<file path="src/sv/assert_macros.svh">
// Assertion helpers shared by the SPI master modules.
// Each macro expects signals named clk and rst in the enclosing module.
`ifndef ASSERT_MACROS_SVH
`define ASSERT_MACROS_SVH

// Property must hold at every clock edge outside reset.
`define SPIM_ASSERT(label, prop, msg) \
  label: assert property (@(posedge clk) disable iff (rst) (prop)) else $error(msg);

// When the trigger holds, the consequence must hold at the following clock edge.
`define SPIM_ASSERT_NEXT(label, trig, cons, msg) \
  label: assert property (@(posedge clk) disable iff (rst) (trig) |=> (cons)) else $error(msg);

`endif

</file>
<file path="src/sv/spim_pkg.sv">
`default_nettype none

package spim_pkg;

  // Chip-select lines that the hardware can ever address.
  localparam int MAX_SELECTS = 8;

  // Entries in the queue between the front end and the bit engine.
  localparam int DEFAULT_QUEUE_DEPTH = 4;

  // Configuration register indexes.
  localparam logic [1:0] CFG_CLOCK_MODE   = 2'd0;
  localparam logic [1:0] CFG_LSB_ORDER    = 2'd1;
  localparam logic [1:0] CFG_HALF_PERIOD  = 2'd2;
  localparam logic [1:0] CFG_SELECT_COUNT = 2'd3;

  localparam logic [3:0] BITS_PER_BYTE = 4'd8;

  typedef enum logic [1:0] {
    CMD_TICK  = 2'd0,
    CMD_OPEN  = 2'd1,
    CMD_CLOSE = 2'd2,
    CMD_START = 2'd3
  } cmd_t;

  typedef enum logic [1:0] {
    ST_OK      = 2'd0,
    ST_REFUSED = 2'd1,
    ST_BUSY    = 2'd2
  } status_t;

  // One classified command as it travels from the front end to the engine.
  typedef struct packed {
    cmd_t       cmd;
    logic [2:0] idx;
    logic       sel_ok;
    logic [7:0] tx_byte;
    logic       miso;
  } item_t;

  // Position in the shift registers of the bit being moved, given the
  // number of bits still to go.
  function automatic logic [2:0] bit_pos(input logic [3:0] bits_left, input logic lsb);
    logic [2:0] n;
    n = 3'(BITS_PER_BYTE - bits_left);
    return lsb ? n : (3'd7 - n);
  endfunction

endpackage

`default_nettype wire

</file>
<file path="src/sv/spim_front.sv">
`default_nettype none
`include "assert_macros.svh"

module spim_front
  import spim_pkg::*;
#(
  parameter int QUEUE_DEPTH = DEFAULT_QUEUE_DEPTH
) (
  input  wire logic       clk,
  input  wire logic       rst,
  input  wire logic       item_valid,
  output logic            item_stall,
  input  wire logic [1:0] cmd,
  input  wire logic [2:0] select_index,
  input  wire logic [7:0] tx_byte,
  input  wire logic       miso_level,
  input  wire logic [3:0] select_count,
  output logic            q_valid,
  output item_t           q_item,
  input  wire logic       q_pop
);

  localparam int PTR_W = (QUEUE_DEPTH > 1) ? $clog2(QUEUE_DEPTH) : 1;
  localparam int CNT_W = $clog2(QUEUE_DEPTH + 1);

  item_t              entries [QUEUE_DEPTH];
  logic [PTR_W-1:0]   wr_ptr;
  logic [PTR_W-1:0]   rd_ptr;
  logic [CNT_W-1:0]   count;
  item_t              incoming;
  logic               push;

  // Classify the command. The range check of the select index is done here
  // so the engine only has to act on a ready-made flag.
  always_comb begin
    incoming.cmd     = cmd_t'(cmd);
    incoming.idx     = select_index;
    incoming.sel_ok  = ({1'b0, select_index} < select_count)
                       && (32'(select_index) < MAX_SELECTS);
    incoming.tx_byte = tx_byte;
    incoming.miso    = miso_level;
  end

  assign item_stall = (count == CNT_W'(QUEUE_DEPTH));
  assign push       = item_valid && !item_stall;
  assign q_valid    = (count != '0);
  assign q_item     = entries[rd_ptr];

  always_ff @(posedge clk) begin
    if (push) begin
      entries[wr_ptr] <= incoming;
    end
  end

  always_ff @(posedge clk) begin
    if (rst) begin
      wr_ptr <= '0;
      rd_ptr <= '0;
      count  <= '0;
    end else begin
      if (push) begin
        wr_ptr <= (wr_ptr == PTR_W'(QUEUE_DEPTH - 1)) ? '0 : wr_ptr + 1'b1;
      end
      if (q_pop) begin
        rd_ptr <= (rd_ptr == PTR_W'(QUEUE_DEPTH - 1)) ? '0 : rd_ptr + 1'b1;
      end
      unique case ({push, q_pop})
        2'b10:   count <= count + 1'b1;
        2'b01:   count <= count - 1'b1;
        default: count <= count;
      endcase
    end
  end

  `SPIM_ASSERT(a_count_bound, count <= CNT_W'(QUEUE_DEPTH), "queue count above depth")
  `SPIM_ASSERT_NEXT(a_push_grows, push && !q_pop, count == $past(count) + 1'b1,
                    "queue count did not grow on a lone push")
  `SPIM_ASSERT(a_pop_nonempty, !q_pop || q_valid, "pop from an empty queue")

endmodule

`default_nettype wire

</file>
<file path="src/sv/spim_engine.sv">
`default_nettype none
`include "assert_macros.svh"

module spim_engine
  import spim_pkg::*;
(
  input  wire logic        clk,
  input  wire logic        rst,
  input  wire logic        q_valid,
  input  wire item_t       q_item,
  output logic             q_pop,
  input  wire logic        polarity,
  input  wire logic        lsb_order,
  input  wire logic [15:0] half_period,
  output logic             res_valid,
  input  wire logic        res_stall,
  output logic             sck,
  output logic             mosi,
  output logic [7:0]       select_lines,
  output logic             busy_res,
  output logic [7:0]       rx_byte,
  output logic             rx_valid,
  output logic [1:0]       status
);

  logic        lock_held,   lock_held_next;
  logic [7:0]  select_state, select_state_next;
  logic [7:0]  tx_shift,    tx_shift_next;
  logic [7:0]  rx_shift,    rx_shift_next;
  logic [3:0]  bits_left,   bits_left_next;
  logic        second_half, second_half_next;
  logic [15:0] tick_count,  tick_count_next;
  logic        sck_level,   sck_level_next;
  logic        mosi_level,  mosi_level_next;

  logic        sck_out, mosi_out, rxv_out;
  logic [7:0]  rx_out;
  status_t     st_out;
  logic [15:0] half;
  logic [2:0]  pos;

  assign q_pop = q_valid && (!res_valid || !res_stall);
  assign half  = (half_period == '0) ? 16'd1 : half_period;

  always_comb begin
    lock_held_next    = lock_held;
    select_state_next = select_state;
    tx_shift_next     = tx_shift;
    rx_shift_next     = rx_shift;
    bits_left_next    = bits_left;
    second_half_next  = second_half;
    tick_count_next   = tick_count;
    sck_level_next    = sck_level;
    mosi_level_next   = mosi_level;
    st_out            = ST_OK;
    rxv_out           = 1'b0;
    rx_out            = '0;
    pos               = '0;

    if (bits_left != '0) begin
      if (q_item.cmd != CMD_TICK) begin
        st_out = ST_BUSY;
      end
    end else begin
      unique case (q_item.cmd)
        CMD_OPEN: begin
          if (!lock_held && q_item.sel_ok) begin
            lock_held_next                  = 1'b1;
            select_state_next[q_item.idx]   = 1'b0;
          end else begin
            st_out = ST_REFUSED;
          end
        end
        CMD_CLOSE: begin
          lock_held_next = 1'b0;
          if (q_item.sel_ok) begin
            select_state_next[q_item.idx] = 1'b1;
          end
        end
        CMD_START: begin
          tx_shift_next    = q_item.tx_byte;
          rx_shift_next    = '0;
          bits_left_next   = BITS_PER_BYTE;
          second_half_next = 1'b0;
          tick_count_next  = '0;
          mosi_level_next  = q_item.tx_byte[bit_pos(BITS_PER_BYTE, lsb_order)];
          sck_level_next   = ~polarity;
        end
        default: begin
        end
      endcase
    end

    if (bits_left_next == '0) begin
      sck_level_next = polarity;
      sck_out        = sck_level_next;
      mosi_out       = mosi_level_next;
    end else begin
      sck_out  = sck_level_next;
      mosi_out = mosi_level_next;
      if (({1'b0, tick_count_next} + 17'd1) >= {1'b0, half}) begin
        tick_count_next = '0;
        if (!second_half_next) begin
          pos                 = bit_pos(bits_left_next, lsb_order);
          rx_shift_next[pos]  = q_item.miso;
          second_half_next    = 1'b1;
          sck_level_next      = polarity;
        end else begin
          second_half_next = 1'b0;
          bits_left_next   = bits_left_next - 1'b1;
          if (bits_left_next == '0) begin
            rxv_out        = 1'b1;
            rx_out         = rx_shift_next;
            sck_level_next = polarity;
          end else begin
            pos             = bit_pos(bits_left_next, lsb_order);
            mosi_level_next = tx_shift_next[pos];
            sck_level_next  = ~polarity;
          end
        end
      end else begin
        tick_count_next = tick_count_next + 1'b1;
      end
    end
  end

  always_ff @(posedge clk) begin
    if (rst) begin
      lock_held    <= 1'b0;
      select_state <= 8'hFF;
      tx_shift     <= '0;
      rx_shift     <= '0;
      bits_left    <= '0;
      second_half  <= 1'b0;
      tick_count   <= '0;
      sck_level    <= 1'b0;
      mosi_level   <= 1'b1;
      res_valid    <= 1'b0;
    end else if (q_pop) begin
      lock_held    <= lock_held_next;
      select_state <= select_state_next;
      tx_shift     <= tx_shift_next;
      rx_shift     <= rx_shift_next;
      bits_left    <= bits_left_next;
      second_half  <= second_half_next;
      tick_count   <= tick_count_next;
      sck_level    <= sck_level_next;
      mosi_level   <= mosi_level_next;
      res_valid    <= 1'b1;
    end else if (!res_stall) begin
      res_valid <= 1'b0;
    end
  end

  always_ff @(posedge clk) begin
    if (q_pop) begin
      sck          <= sck_out;
      mosi         <= mosi_out;
      select_lines <= select_state_next;
      busy_res     <= (bits_left_next != '0);
      rx_byte      <= rx_out;
      rx_valid     <= rxv_out;
      status       <= st_out;
    end
  end

  `SPIM_ASSERT(a_bits_bound, bits_left <= BITS_PER_BYTE, "bit counter above eight")
  `SPIM_ASSERT(a_lock_has_select, !lock_held || (select_state != 8'hFF),
               "lock held with no select driven low")
  `SPIM_ASSERT(a_done_not_busy, !(res_valid && rx_valid && busy_res),
               "completed transfer still reports busy")

endmodule

`default_nettype wire

</file>
<file path="src/sv/spi_master_four_mode_top.sv">
// SPI master, modes 0 to 3, one command per clock cycle while neither channel stalls.
// Throughput: one input transfer per cycle, sustained, while results are taken.
// On an empty queue a command goes through a queue entry and then the result register.
// The result register and the queue let input and output stall independently.
// Reset (rst, synchronous, active high) empties the queue, releases the lock, raises
// all selects in the engine state, stops any byte and restores the register defaults.
`default_nettype none

module spi_master_four_mode_top
  import spim_pkg::*;
#(
  parameter int QUEUE_DEPTH = DEFAULT_QUEUE_DEPTH
) (
  input  wire logic        clk,
  input  wire logic        rst,
  // Configuration write port.
  input  wire logic        cfg_we,
  input  wire logic [1:0]  cfg_index,
  input  wire logic [15:0] cfg_data,
  // Command channel.
  input  wire logic        item_valid,
  output logic             item_stall,
  input  wire logic [1:0]  cmd,
  input  wire logic [2:0]  select_index,
  input  wire logic [7:0]  tx_byte,
  input  wire logic        miso_level,
  // Result channel.
  output logic             res_valid,
  input  wire logic        res_stall,
  output logic             sck,
  output logic             mosi,
  output logic [7:0]       select_lines,
  output logic             busy_res,
  output logic [7:0]       rx_byte,
  output logic             rx_valid,
  output logic [1:0]       status
);

  // Configuration registers. They are read live by both halves; software must
  // change them only while no command is in flight, which the block does not enforce.
  logic [1:0]  clock_mode;
  logic        lsb_order;
  logic [15:0] half_period;
  logic [3:0]  select_count;

  always_ff @(posedge clk) begin
    if (rst) begin
      clock_mode   <= 2'd0;
      lsb_order    <= 1'b0;
      half_period  <= 16'd1;
      select_count <= 4'd1;
    end else if (cfg_we) begin
      unique case (cfg_index)
        CFG_CLOCK_MODE:   clock_mode   <= cfg_data[1:0];
        CFG_LSB_ORDER:    lsb_order    <= cfg_data[0];
        CFG_HALF_PERIOD:  half_period  <= cfg_data;
        CFG_SELECT_COUNT: select_count <= cfg_data[3:0];
        default: begin
        end
      endcase
    end
  end

  logic  q_valid;
  logic  q_pop;
  item_t q_item;

  // The front end classifies each command and queues it; it stalls the
  // command channel only when the queue is full.
  spim_front #(
    .QUEUE_DEPTH(QUEUE_DEPTH)
  ) u_front (
    .clk          (clk),
    .rst          (rst),
    .item_valid   (item_valid),
    .item_stall   (item_stall),
    .cmd          (cmd),
    .select_index (select_index),
    .tx_byte      (tx_byte),
    .miso_level   (miso_level),
    .select_count (select_count),
    .q_valid      (q_valid),
    .q_item       (q_item),
    .q_pop        (q_pop)
  );

  // The engine runs one tick of the bit clock generator per queued command
  // and holds the result in its output register until it is taken. Clock
  // phase does not alter the waveform, so only the polarity bit is used.
  spim_engine u_engine (
    .clk          (clk),
    .rst          (rst),
    .q_valid      (q_valid),
    .q_item       (q_item),
    .q_pop        (q_pop),
    .polarity     (clock_mode[1]),
    .lsb_order    (lsb_order),
    .half_period  (half_period),
    .res_valid    (res_valid),
    .res_stall    (res_stall),
    .sck          (sck),
    .mosi         (mosi),
    .select_lines (select_lines),
    .busy_res     (busy_res),
    .rx_byte      (rx_byte),
    .rx_valid     (rx_valid),
    .status       (status)
  );

endmodule

`default_nettype wire

</file>
<file path="config.mk">
export PLATFORM = sky130hd
export DESIGN_NAME = spi_master_four_mode_top
export DESIGN_NICKNAME = d
export VERILOG_FILES = /design/src/sv/spim_pkg.sv /design/src/sv/spim_front.sv /design/src/sv/spim_engine.sv /design/src/sv/spi_master_four_mode_top.sv
export VERILOG_INCLUDE_DIRS = /design/src /design/src/sv
export SDC_FILE = /design/constraint.sdc
export NUM_CORES = 1
export LEC_CHECK = 0
export ABC_AREA = 1
export BUFFER_PORTS_ARGS = -buffer_cell sky130_fd_sc_hd__buf_2
export CAP_MARGIN = 10
export CORE_UTILIZATION = 45
export DETAILED_ROUTE_END_ITERATION = 8
export HOLD_SLACK_MARGIN = 0.05
export MAX_ROUTING_LAYER = met4
export PLACE_DENSITY = 0.73
export SLEW_MARGIN = 20
export SYNTH_ARGS = -nofsm -noshare
export SYNTH_HDL_FRONTEND = slang
export SYNTH_SLANG_ARGS = --single-unit
export TNS_END_PERCENT = 30
</file>
<file path="constraint.sdc">
create_clock -name clk -period 4.7 [get_ports clk]
set_input_delay 0.705 -clock clk [delete_from_list [all_inputs] [get_ports clk]]
set_output_delay 0.705 -clock clk [all_outputs]
set_load 0.02 [all_outputs]
</file>
==> flow_summary.toml, run 1 <==
[run_status]
outcome = "finished, final reports clean"

[sta]
maxSlewHeadroom_pct = 39.62
hold_viol = 0
fin_crit_sh_pct = 89.99
drv_slew = 0
rsz0062_at_grt = "false"
fmax_mhz = 236.4
whs_ns = 0.4516
period_needed_ns = 4.230
tns_ns = 0
finalClockSkew_ns = 0.007480
tightestPinTransition_ns = 0.9056
setup_viol = 0

[finish]
layout_common_cells = "nand2_1 (238), inv_1 (104), a21oi_1 (92)"
drive_gt1_share_pct = 12.73
final_nets = 1112
layout_commonest_cell = "nand2_1"
nFillCells = 1608
instances_no_fill = 1279
area_growth_syn_to_layout_pct = 14.77
stdcell_area_um2 = 9344

[logic_synthesis]
syn_area_per_cell_um2 = 8.274
synthCells = 984
synth_flop_cell = "edfxtp_1"
synth_cell_types = 43
synth.ff_latch_count = 162
ys_warn_count = 0
yosysSeqAreaShare_pct = 49.92
async_flop_share_pct = 0
synth_edf_count = 82
syn-num-nets = 1056
syn_area_um2 = 8142

[routing]
vias_per_cell = 5.224
drtAntennaViolNets = 0
drt_iter0_drc = 520
wl_per_cell_um = 14.55
num_vias = 6681
wl_um = 18610
route.detailed.drc = 0
dr.pass1.iters = 6

[critical_path]
reg2reg_depth = 23
arrival_ns = 4.50
worstSetupPathType = "reg2reg"
cp_top_family = "simple AND/OR/NAND/NOR gates"
max_stage_delay_ns = 0.32
r2r_end = "u_engine.rx_shift[6]"
crit_fanout = 20
rrSetupSlack_ns = 0.47
worstSetupEndpointType = "flop"
cpMaxStageDelayCell = "dfxtp_1"
crit_path_end = "u_engine.rx_shift[6]"
cpMostUsedCell = "nand2_1"
path_buf_inv = 2
startpoint_type = "flop"
path_cells = "inv_1 > a21oi_1 > a32oi_2 > ha_2 > nand3_4 > nand2_1 > inv_1 > ha_1 > nand3_2 > nor2_4 > nand2_1 > xor2_1 > ha_1 > a21oi_1 > nor3_1 > nor3_1 > nand2_1 > nand2_2 > nand3_4 > nand3_4 > nand2_1 > nand2_1 > a21oi_1"
crit_required_ns = 4.97
crit_cells = 23

[power_and_ir_drop]
internal_power_uw = 3519
seqPwrFrac_pct = 31.7
power_frac_comb_pct = 45.1
power.total_uw = 6170
power.net_switching_uw = 2651
ir_drop_mv = 0.3467
sw_frac_of_total_pct = 42.97
clockPowerShare_pct = 23.1
p_per_area_nw_per_um2 = 660.3
leakagePower_uw = 0.003953

[floorplanning]
core_region_area_um2 = 17480
dieArea_um2 = 18630
die_h_um = 136.5
io-pin-count = 61
die_x_um = 136.5
rows = 48
start_util_pct = 46.59

[clocking]
hold_buffers = 0
ctsHtreeMaxLevel = 4
root_buffer = "clkbuf_16"
numCtsBuffers = 17
path_clk_slew_ns = 0.06
insertion_delay_ns = 0.43
cts_tree = "done"
clockBufferDepth = 2
clock-sinks = 162

[placed_design]
dp_cells = 1242
dp_hpwl_um = 12520
place_area_um2 = 8638
gp_congestion = 0.8614
io_buffers = 60

[global_routing]
grt_antenna_before_repair = 1
grt_pass1_vias = 6242
track_usage_pct = 21.60
grt_overflow_total = 0
grt_pass1_wl_um = 30320
grt_max_degree = 83

[job]
cap_violations = 0

[hold_path]
hold_class = "reg2reg"
## tightest hold or removal path, delay by kind of cell (launching register included)
family	cells	cell delay (ns)
buffers and inverters	1	0.06
AO/OA/AOI/OAI	1	0.05
flip-flops	1	0.30
## Yosys cell counts, drive strengths merged, types with 6 or more instances
cell    number  area [um2]
a21oi       93       465.5
a31oi        6       37.54
buf         16       107.6
clkbuf      24       90.09
dfxtp       80        1602
edfxtp      82        2462
ha          34       425.4
inv        106       397.9
nand2      244       933.4
nand3       65       362.9
nand4        7       43.79
nor2        93       369.1
nor3        11       66.32
o21a         6       45.04
o21ai       69       345.3
o22ai        6       37.54
xnor2        7       61.31
xor2        10       87.58
## area by class of cell
cell class / instances / area, um2 / area share (%)
antenna: 1 / 2.502 / 0.02678
clock buffer: 18 / 439.2 / 4.700
clock inverter: 14 / 165.2 / 1.768
inverter: 107 / 401.6 / 4.298
multi-input combinational: 676 / 3557 / 38.07
sequential: 162 / 4064 / 43.49
tap: 225 / 281.5 / 3.013
timing repair buffer: 76 / 432.9 / 4.633
## registers in the layout, indices dropped and copies added, names as in the netlist, 8 cells and up, named ones only
signal and flops:
half_period 16, u_engine.rx_byte 8, u_engine.rx_shift 8, u_engine.select_lines 8, u_engine.select_state 8, u_engine.tick_count 16, u_engine.tx_shift 8, u_front.entries 60
## per-stage QoR
stage                     util (%)  setup WS, ns
after floorplan                  -       0.06928
after global placement       49.43        0.2407
after detailed placement     49.43        0.1350
after CTS                    52.89        0.1019
after global routing         53.47       0.06491
final                        53.47        0.4703
## cells by family (layout without fill, tap and decap cells)
family          Yosys count  in the layout  share of synthesized area (%)
simple gates            429            430                          22.54
fa+ha+maj                35             35                          5.471
flops                   162            162                          49.92
xor+xnor                 17             17                          1.829
compound gates          193            193                          12.76
buf+inv                 147            215                          7.361
mux                       1              1                         0.1229
other cells               0              1                              0
## power by group through the flow
| stage | clock network [uW] | logic [uW] | registers (uW) |
|---|---|---|---|
| 5_1_grt | 1500 | 3130 | 1990 |
| 3_3_place_gp | 0 | 2590 | 1980 |
| 3_5_place_dp | 0 | 2640 | 1980 |
| 2_1_floorplan | 0 | 1900 | 2090 |
| 6_report | 1430 | 2780 | 1960 |
| 4_1_cts | 1440 | 2650 | 1960 |
## worst min-delay path by stage
stage | end | start | cells after the start
after detailed placement | select_count[3] | select_count[3] | 2
after global placement | select_count[3] | select_count[3] | 2
after floorplan | select_count[3] | select_count[3] | 2
after CTS | select_count[3] | select_count[3] | 2
final | select_count[3] | select_count[3] | 2
after global routing | u_front.entries[2][5] | tx_byte[4] | 1
## metal layers
metal / GRT usage (%) / vias up / wire length, um
met5: - / - / 0
met4: 7.716 / 0 / 265
met3: 4.556 / 20 / 1099
met2: 33.19 / 215 / 8508
met1: 28.11 / 3052 / 8740
li1: - / 3394 / -
## what timing repair did
action | 4_1_cts | 5_1_grt
resized for setup | 0 | 12
setup endpoints to repair | 0 | 41
buffers inserted | 0 | 3
(Power assumes the default switching activity.)
==> run 2, diff against run 1 <==
--- a/config.mk
+++ b/config.mk
@@ -17,5 +17,6 @@
 export SLEW_MARGIN = 20
 export SYNTH_ARGS = -nofsm -noshare
 export SYNTH_HDL_FRONTEND = slang
+export SYNTH_HIERARCHICAL = 1
 export SYNTH_SLANG_ARGS = --single-unit
 export TNS_END_PERCENT = 30
==> run 2 against run 1 <==
Effect of this change:
- register-to-register slack worse by 0.15 ns
- maximum frequency down 3.5%
- total power increased by 4.4%
- synthesized cell count rose by 1.8%
- die area increased by 3.2%
- worst setup slack lost 0.15 ns
- cell count is 1.5% higher
- the flow now finishes with violations (design-rule violations)
- via count fell by 0.46%
- sequential cell count is the same
- largest power group unchanged
- critical path depth grew 2
- routed wire length down 4.6%
==> flow_summary.toml, run 2 <==
[clocking]
post_cts_buffers = 0
numCtsBuffers = 17
cts_tree = "done"
ctsHtreeMaxLevel = 4
clockBufferDepth = 2
insertion_delay_ns = 0.44
clock-sinks = 162
path_clk_slew_ns = 0.07
root_buffer = "clkbuf_16"

[critical_path]
rrSetupSlack_ns = 0.32
worstSetupPathType = "reg2reg"
startpoint_type = "flop"
crit_required_ns = 4.87
crit_fanout = 22
worstSetupEndpointType = "flop"
arrival_ns = 4.55

[sta]
rsz0062_at_grt = "false"
period_needed_ns = 4.384
tightestPinTransition_ns = 0.9764
fmax_mhz = 228.1
hold_viol = 0
setup_viol = 0
tns_ns = 0
maxSlewHeadroom_pct = 34.90
fin_crit_sh_pct = 93.27
finalClockSkew_ns = 0.01676
drv_slew = 0

[routing]
drtAntennaViolNets = 0
drt_iter0_drc = 641
wl_um = 17760
vias_per_cell = 5.123
num_vias = 6650
dr.pass1.iters = 7
wl_per_cell_um = 13.68
route.detailed.drc = 8

[floorplanning]
die_x_um = 138.7
rows = 49
io-pin-count = 61
die_h_um = 138.7
core_region_area_um2 = 18150
start_util_pct = 46.34
dieArea_um2 = 19240

[logic_synthesis]
synth_edf_count = 82
async_flop_share_pct = 0
synth_area_leaders = "edfxtp_1 (29%), dfxtp_1 (19%), nand2_1 (9.2%)"
ys_top_cells_by_count = "nand2_1 (205), inv_1 (137), nor2_1 (120), edfxtp_1 (82), dfxtp_1 (80)"
yosysSeqAreaShare_pct = 48.33
synth_top_area_share_pct = 29.28
syn_area_per_cell_um2 = 8.393
syn-num-nets = 1074
synth_flop_cell = "edfxtp_1"
ys_warn_count = 6
synth_largest_area_cell = "edfxtp_1"
syn_area_um2 = 8409
synth_cell_types = 43
synthMostInstantiatedCell = "nand2_1"
synthCells = 1002
synth.ff_latch_count = 162

[power_and_ir_drop]
power.net_switching_uw = 2858
seqPwrFrac_pct = 31.3
sw_frac_of_total_pct = 44.36
internal_power_uw = 3585
ir_drop_mv = 0.3642
leakagePower_uw = 0.004090
p_per_area_nw_per_um2 = 682.7
power_frac_comb_pct = 47.4
clockPowerShare_pct = 21.2

[global_routing]
gr-usage-met3_pct = 3.280
top_usage_layer = "met2"
grt_max_degree = 46
grt_antenna_before_repair = 0
grt_overflow_total = 0
grt_pass1_vias = 5890
use_met1_pct = 26.24
grt_util_met2_pct = 30.22
grt_pass1_wl_um = 29180
track_usage_pct = 19.78

[finish]
largest_register_ffs = 60
drive_gt1_share_pct = 15.15
final_nets = 1128
multiInputGateArea_um2 = 3572
nFillCells = 1647
largestRegisters = "u_front/entries (60), half_period (16), u_engine/tick_count (16)"
postLayoutCoreUtil_pct = 52.01
num_antenna_cells = 0
layout_commonest_cell = "nand2_1"
area_growth_syn_to_layout_pct = 12.23
layout_common_cells = "nand2_1 (205), inv_1 (137), nor2_1 (120)"
regArea_um2 = 4064
regMostFlops = "u_front/entries"

[placed_design]
io_buffers = 60
gp_congestion = 0.8662
dp_hpwl_um = 12390

[hold_path]
hold_class = "reg2reg"

[run_status]
outcome = "complete, but fails checks"
failed_checks = "design-rule violations"

[job]
cap_violations = 0
==> run 2: repair_timing <==
action | 4_1_cts | 5_1_grt
hold buffers | 0 | 0
resized for setup | 0 | 1
setup endpoints to repair | 0 | 1
==> run 2: area by class of cell <==
cell class	count	share of cell area [%]
clock inverters	13	1.458
clock buffers	19	4.693
flip-flops and latches	162	43.06
inverters	141	5.608
repair buffers	74	4.295
well taps	229	3.036
multi-input cells	660	37.85
==> run 2: worst paths after layout <==
check                                 startpoint                   to  depth (start not counted)
worst max-delay path                        flop  u_engine/rx_byte[3]                         25
worst min-delay path            u_front/count[0]     u_front/count[0]                          1
worst max register to register              flop  u_engine/rx_byte[3]                         25
worst min register to register  u_front/count[0]     u_front/count[0]                          1
==> run 2: cell families (layout without fill, tap and decap cells) <==
logic type	Yosys count	after routing	synth area share, %
buffers and inverters	180	247	9.299
AND/OR/NAND/NOR	436	436	22.76
XOR/XNOR	19	19	2.068
flip-flops	162	162	48.33
AO/OA/AOI/OAI	170	170	12.25
adder cells (fa/ha/maj)	35	35	5.297
==> run 2: critical path, cell delays in order, from the launching register on <==
cell     delay (ns)
dfxtp_1        0.34
buf_4          0.21
o21ai_1        0.17
o22ai_2        0.11
ha_1           0.27
nand3_4        0.19
inv_2          0.06
nor2_1         0.14
ha_1           0.21
nand2_1        0.07
nor2_2         0.19
nand2_1        0.11
nor2_1         0.12
xor2_1         0.22
ha_1           0.28
a21oi_1        0.15
nor3_1         0.06
nor3_1         0.15
nand2_1        0.07
nand2_1        0.05
nand2_1        0.04
nand2_1        0.17
nand2_8        0.16
nand3_4        0.11
or2_1          0.37
nor2_2         0.06
==> run 2: routing by layer <==
| metal | up-vias | share of wire (%) |
|---|---|---|
| met1 | 3060 | 49 |
| met5 | - | 0 |
| met2 | 169 | 45 |
| li1 | 3400 | - |
| met4 | 0 | 1.8 |
| met3 | 21 | 4.2 |
==> run 2: power by group through the flow <==
stage                     logic, uW  registers [uW]  clock network [uW]
final                          3050            2020                1370
after global routing           3400            2050                1450
after CTS                      3000            2020                1400
after detailed placement       2990            2050                   0
after global placement         2920            2040                   0
after floorplan                2240            2160                   0
==> run 2: per-stage QoR <==
stage	hold slack [ns]	total power [uW]	instance area, um2	cells	worst slack (ns)
floorplan	0.4218	4394	8409	1002	0.6876
global placement	0.4353	4968	8848	1266	0.4943
detailed placement	0.4488	5034	8848	1266	0.3437
CTS	0.4594	6413	9429	1298	0.3182
global route	0.4705	6898	9438	1298	0.01296
finish	0.4556	6443	9438	1298	0.3163
